<file path="config.mk">
export PLATFORM = sky130hd
export DESIGN_NAME = pcc_ctrl
export DESIGN_NICKNAME = d
export VERILOG_FILES = /design/src/rtl/pcc_pkg.sv /design/src/rtl/pcc_ctrl.sv
export SDC_FILE = /design/constraint.sdc
export NUM_CORES = 1
export LEC_CHECK = 0
export CORE_MARGIN = 3
export CORE_UTILIZATION = 25
export DETAILED_ROUTE_END_ITERATION = 8
export DONT_BUFFER_PORTS = 1
export RECOVER_POWER = 25
export SLEW_MARGIN = 40
export SYNTH_ARGS = -nofsm -noshare
export SYNTH_HDL_FRONTEND = slang
export SYNTH_SLANG_ARGS = --single-unit
</file>
<file path="constraint.sdc">
create_clock -name i_clk -period 2.85 [get_ports i_clk]
set_input_delay 0.855 -clock i_clk [delete_from_list [all_inputs] [get_ports i_clk]]
set_output_delay 0.855 -clock i_clk [all_outputs]
set_load 0.02 [all_outputs]
</file>
<file path="src/rtl/pcc_pkg.sv">
`default_nettype none
package pcc_pkg;

    localparam int MAX_SAMPLES_DEF = 1024;
    localparam int SAMPLE_BITS_DEF = 16;

    // post-accumulation math is carried modulo 2^64
    localparam int MW          = 64;
    localparam int CORR_W      = 16;
    localparam int PCNT_W      = 11;
    localparam int OUT_TDATA_W = ((CORR_W + PCNT_W + 7) / 8) * 8;
    localparam int OUT_TUSER_W = 2;

    localparam int MUL_STEPS   = MW;
    localparam int SQRT_STEPS  = MW;
    localparam int DIV_STEPS   = CORR_W - 1;
    localparam int STEP_CNT_W  = $clog2(MW);

    localparam logic [CORR_W-1:0] CORR_MAX = 16'h7FFF;
    localparam logic [CORR_W-1:0] CORR_MIN = 16'h8000;

    // product schedule of the shared multiplier
    localparam logic [2:0] SEL_NAB = 3'd0;  // n * sum(ab)
    localparam logic [2:0] SEL_AB  = 3'd1;  // sum(a) * sum(b)
    localparam logic [2:0] SEL_NAA = 3'd2;  // n * sum(a^2)
    localparam logic [2:0] SEL_AA  = 3'd3;  // sum(a)^2
    localparam logic [2:0] SEL_NBB = 3'd4;  // n * sum(b^2)
    localparam logic [2:0] SEL_BB  = 3'd5;  // sum(b)^2
    localparam logic [2:0] SEL_RAD = 3'd6;  // sxx * syy, full width

    typedef struct packed {
        logic       acc_en;
        logic       clear;
        logic       mul_start;
        logic       mul_capture;
        logic [2:0] mul_sel;
        logic       sqrt_step;
        logic       div_init;
        logic       div_step;
        logic       load_out;
    } t_cmd;

    typedef struct packed {
        logic few;
        logic mul_done;
        logic d_zero;
        logic mag_ge;
        logic out_free;
    } t_stat;

endpackage
`default_nettype wire

</file>
<file path="src/rtl/pcc_ctrl.sv">
`default_nettype none
module pcc_ctrl (
    input  wire logic            i_clk,
    input  wire logic            i_rst_n,
    input  wire logic            i_s_tvalid,
    input  wire logic            i_s_tlast,
    output logic                 o_s_tready,
    input  wire pcc_pkg::t_stat  i_stat,
    output pcc_pkg::t_cmd        o_cmd
);

    localparam int CW = pcc_pkg::STEP_CNT_W;

    localparam logic [2:0] ST_ACC   = 3'd0;
    localparam logic [2:0] ST_CHECK = 3'd1;
    localparam logic [2:0] ST_MGO   = 3'd2;
    localparam logic [2:0] ST_MWAIT = 3'd3;
    localparam logic [2:0] ST_SQRT  = 3'd4;
    localparam logic [2:0] ST_DINIT = 3'd5;
    localparam logic [2:0] ST_DIV   = 3'd6;
    localparam logic [2:0] ST_OUT   = 3'd7;

    logic [2:0]    r_state;
    logic [2:0]    n_state;
    logic [2:0]    r_sel;
    logic [2:0]    n_sel;
    logic [CW-1:0] r_cnt;
    logic [CW-1:0] n_cnt;

    always_comb begin
        n_state       = r_state;
        n_sel         = r_sel;
        n_cnt         = r_cnt;
        o_cmd         = '0;
        o_cmd.mul_sel = r_sel;
        case (r_state)
            ST_ACC: begin
                o_cmd.acc_en = i_s_tvalid;
                if (i_s_tvalid && i_s_tlast) begin
                    n_state = ST_CHECK;
                end
            end
            ST_CHECK: begin
                n_sel   = pcc_pkg::SEL_NAB;
                n_state = i_stat.few ? ST_OUT : ST_MGO;
            end
            ST_MGO: begin
                o_cmd.mul_start = 1'b1;
                n_state         = ST_MWAIT;
            end
            ST_MWAIT: begin
                if (i_stat.mul_done) begin
                    o_cmd.mul_capture = 1'b1;
                    if (r_sel == pcc_pkg::SEL_RAD) begin
                        n_cnt   = '0;
                        n_state = ST_SQRT;
                    end else begin
                        n_sel   = 3'(r_sel + 3'd1);
                        n_state = ST_MGO;
                    end
                end
            end
            ST_SQRT: begin
                o_cmd.sqrt_step = 1'b1;
                n_cnt           = CW'(r_cnt + 1'b1);
                if (r_cnt == CW'(pcc_pkg::SQRT_STEPS - 1)) begin
                    n_state = ST_DINIT;
                end
            end
            ST_DINIT: begin
                o_cmd.div_init = 1'b1;
                n_cnt          = '0;
                n_state        = (i_stat.d_zero || i_stat.mag_ge) ? ST_OUT : ST_DIV;
            end
            ST_DIV: begin
                o_cmd.div_step = 1'b1;
                n_cnt          = CW'(r_cnt + 1'b1);
                if (r_cnt == CW'(pcc_pkg::DIV_STEPS - 1)) begin
                    n_state = ST_OUT;
                end
            end
            ST_OUT: begin
                if (i_stat.out_free) begin
                    o_cmd.load_out = 1'b1;
                    o_cmd.clear    = 1'b1;
                    n_state        = ST_ACC;
                end
            end
            default: n_state = ST_ACC;
        endcase
    end

    always_ff @(posedge i_clk) begin
        if (!i_rst_n) begin
            r_state <= ST_ACC;
            r_sel   <= pcc_pkg::SEL_NAB;
            r_cnt   <= '0;
        end else begin
            r_state <= n_state;
            r_sel   <= n_sel;
            r_cnt   <= n_cnt;
        end
    end

    assign o_s_tready = r_state == ST_ACC;

endmodule
`default_nettype wire

</file>
==> results.ini <==
[timing]
finalSetupViolCount=0
rsz0062_at_grt=false
max_freq_mhz=416
post-route-period-util_pct=84.3
fin_crit_ns=2.40
relSlewSlack_pct=57.1
clock_skew_ns=0.00128
slew_violations=0
hold_violations=0
setup_tns_ns=0
whs_ns=0.514
max_slew.worst_pin.slew_ns=0.639

[placed_design]
place_hpwl_um=1440
gp_congestion=0.768
dp_cells=144
portBuffers=0

[routing]
wl_per_cell_um=13.1
drt-initial-drc-count=50
drt-total-wl_um=1930
drt-vias-per-instance=4.97
postRouteAntennaNets=0
vias=731
route.detailed.drc=0
drt_pass1_iterations=4

[power_and_ir_drop]
ir_drop_mv=0.135
total_power_uw=633
p_per_area_nw_per_um2=740
p_leak_uw=0.000331

[synthesis]
synth-edff-count=0
ys_seq_elements=12
synth_most_common_cell=nor2_1
ys_warn_count=0
synthDominantCellAreaShare_pct=29.5
synthFlopType=dfxtp_1
synth_common_cells=nor2_1 (17), dfxtp_1 (12), a21oi_1 (9), nor3_1 (7)
ys_async_sr_fraction_pct=0
yosysSeqAreaShare_pct=29.5
syn_area_um2=815
synthTopCellsByArea=dfxtp_1 (29%), nor2_1 (7.8%), ha_1 (6.1%), a21oi_1 (5.5%), nor3_1 (4.3%)
ys_types=32
syn_area_per_cell_um2=7.91
synthesis.nets=116
synthCells=103
synth_top_cell_by_area=dfxtp_1

[grt]
antenna_found_initial=0
grt_pass1_wl_um=3170
grt_pass1_vias=681
grt_overflow=0
grt_max_degree=18
track_usage_pct=10.2

[clocking]
cts.repair.resized=0
postCtsHoldBufs=0
h-tree-depth=1
cts_buffer_depth=2
cts_tree=done
cts_made_buffers=3
clk_pin_slew_ns=0.07
cts_root_buf=clkbuf_4
clock-sinks=12
clk_latency_ns=0.27
postCtsSetupBuffers=0

[setup_path]
worst_setup_path_start_kind=flop
worstPathMaxFanout=9
max_stage_delay_ns=0.58
crit_chain=inv_1 > nor3_1
end_kind=primary output
cp.arrival_ns=1.55
cp_slowest_cell=nor3_1
crit_type=flop to primary output
critPathRequiredTime_ns=2.00
worst-path-buf-inv=1
cpLargestDelayFamily=simple AND/OR/NAND/NOR gates

[floorplan]
start_util_pct=26.5
die_y_um=63.1
rows=20
die_x_um=63.1
core_um2=3080
dieArea_um2=3980
ios=21

[cells_and_area]
antenna-diode-count=0
nets=118
final_cells=147
syn_to_final_growth_pct=5.07
drive_gt1_share_pct=8.74

[run]
maxCapViolCount=0

[hold_path]
min_path_type=flop to flop

[run_status]
status=complete, no violations

-- registers in the layout, indices dropped and copies added (netlist names) --
name	count
r_sel	3
r_state	3
r_cnt	6
-- cells in the final DEF, fill, tap and decap left out --
cell type / count
inv_1: 5
o21a_1: 2
o211ai_1: 1
nand3_1: 1
o21ai_0: 4
a21boi_0: 1
nor2b_1: 2
mux2i_1: 2
nor2_1: 17
buf_4: 3
a31oi_1: 3
or2_2: 1
nor3_1: 7
and3b_1: 1
and2_1: 3
or2b_1: 1
a32oi_1: 1
o2bb2ai_1: 2
dfxtp_1: 12
a221oi_1: 1
and4b_1: 1
nand2_1: 5
a211oi_2: 2
clkbuf_4: 3
xor2_1: 1
a211oi_1: 2
ha_1: 4
and3_1: 4
o311ai_0: 1
a21oi_1: 9
a41oi_1: 1
-- power by group --
| group | total (uW) | internal, uW | leakage (uW) | switching (uW) |
|---|---|---|---|---|
| registers | 257 | 192 | 0.0000976 | 65.7 |
| clock network | 103 | 48.9 | 0.0000138 | 54.3 |
| logic | 273 | 104 | 0.000220 | 169 |
-- worst paths after layout --
check	from	to	slack [ns]	cells after the start
max	r_state[1]$_SDFFE_PN0P_	o_cmd[8]	0.45	2
min	r_cnt[2]$_SDFFE_PN0P_	r_cnt[2]$_SDFFE_PN0P_	0.51	1
max reg2reg	r_state[2]$_SDFFE_PN0P_	r_cnt[5]$_SDFFE_PN0P_	0.99	4
min reg2reg	r_cnt[2]$_SDFFE_PN0P_	r_cnt[2]$_SDFFE_PN0P_	0.51	1
-- metal layers --
layer | track usage [%] | vias up | share of wire (%) | wire, um
li1 | - | 369 | - | -
met1 | 11.8 | 339 | 42 | 810
met2 | 16.7 | 19 | 51 | 976
met3 | 2.85 | 4 | 5.8 | 112
met4 | 5.79 | 0 | 1.3 | 25
met5 | 0 | - | 0 | 0
-- layout make-up --
type / instances / area, um2
Multi-Input combinational cell: 80 / 497
Inverter: 5 / 18.8
Clock buffer: 3 / 22.5
Timing Repair Buffer: 3 / 22.5
Tap cell: 44 / 55.1
Sequential cell: 12 / 240
Fill cell: 346 / 2220
-- through the flow --
step                cell area (um2)  utilization (%)  setup WS [ns]
detailed placement              856             27.8          0.749
floorplan                       815                -          0.567
finish                          856             27.8          0.449
global route                    856             27.8          0.328
global placement                856             27.8          0.752
CTS                             878             28.5          0.437
-- logic make-up (layout without fill, tap and decap cells) --
group,after synthesis,in the layout,share of synthesized area [%]
simple gates,43,43,26.4
compound gates,30,30,27.7
flops,12,12,29.5
buf+inv,11,11,6.76
fa+ha+maj,4,4,6.14
mux,2,2,2.46
xor+xnor,1,1,1.08
(Power assumes the default switching activity.)
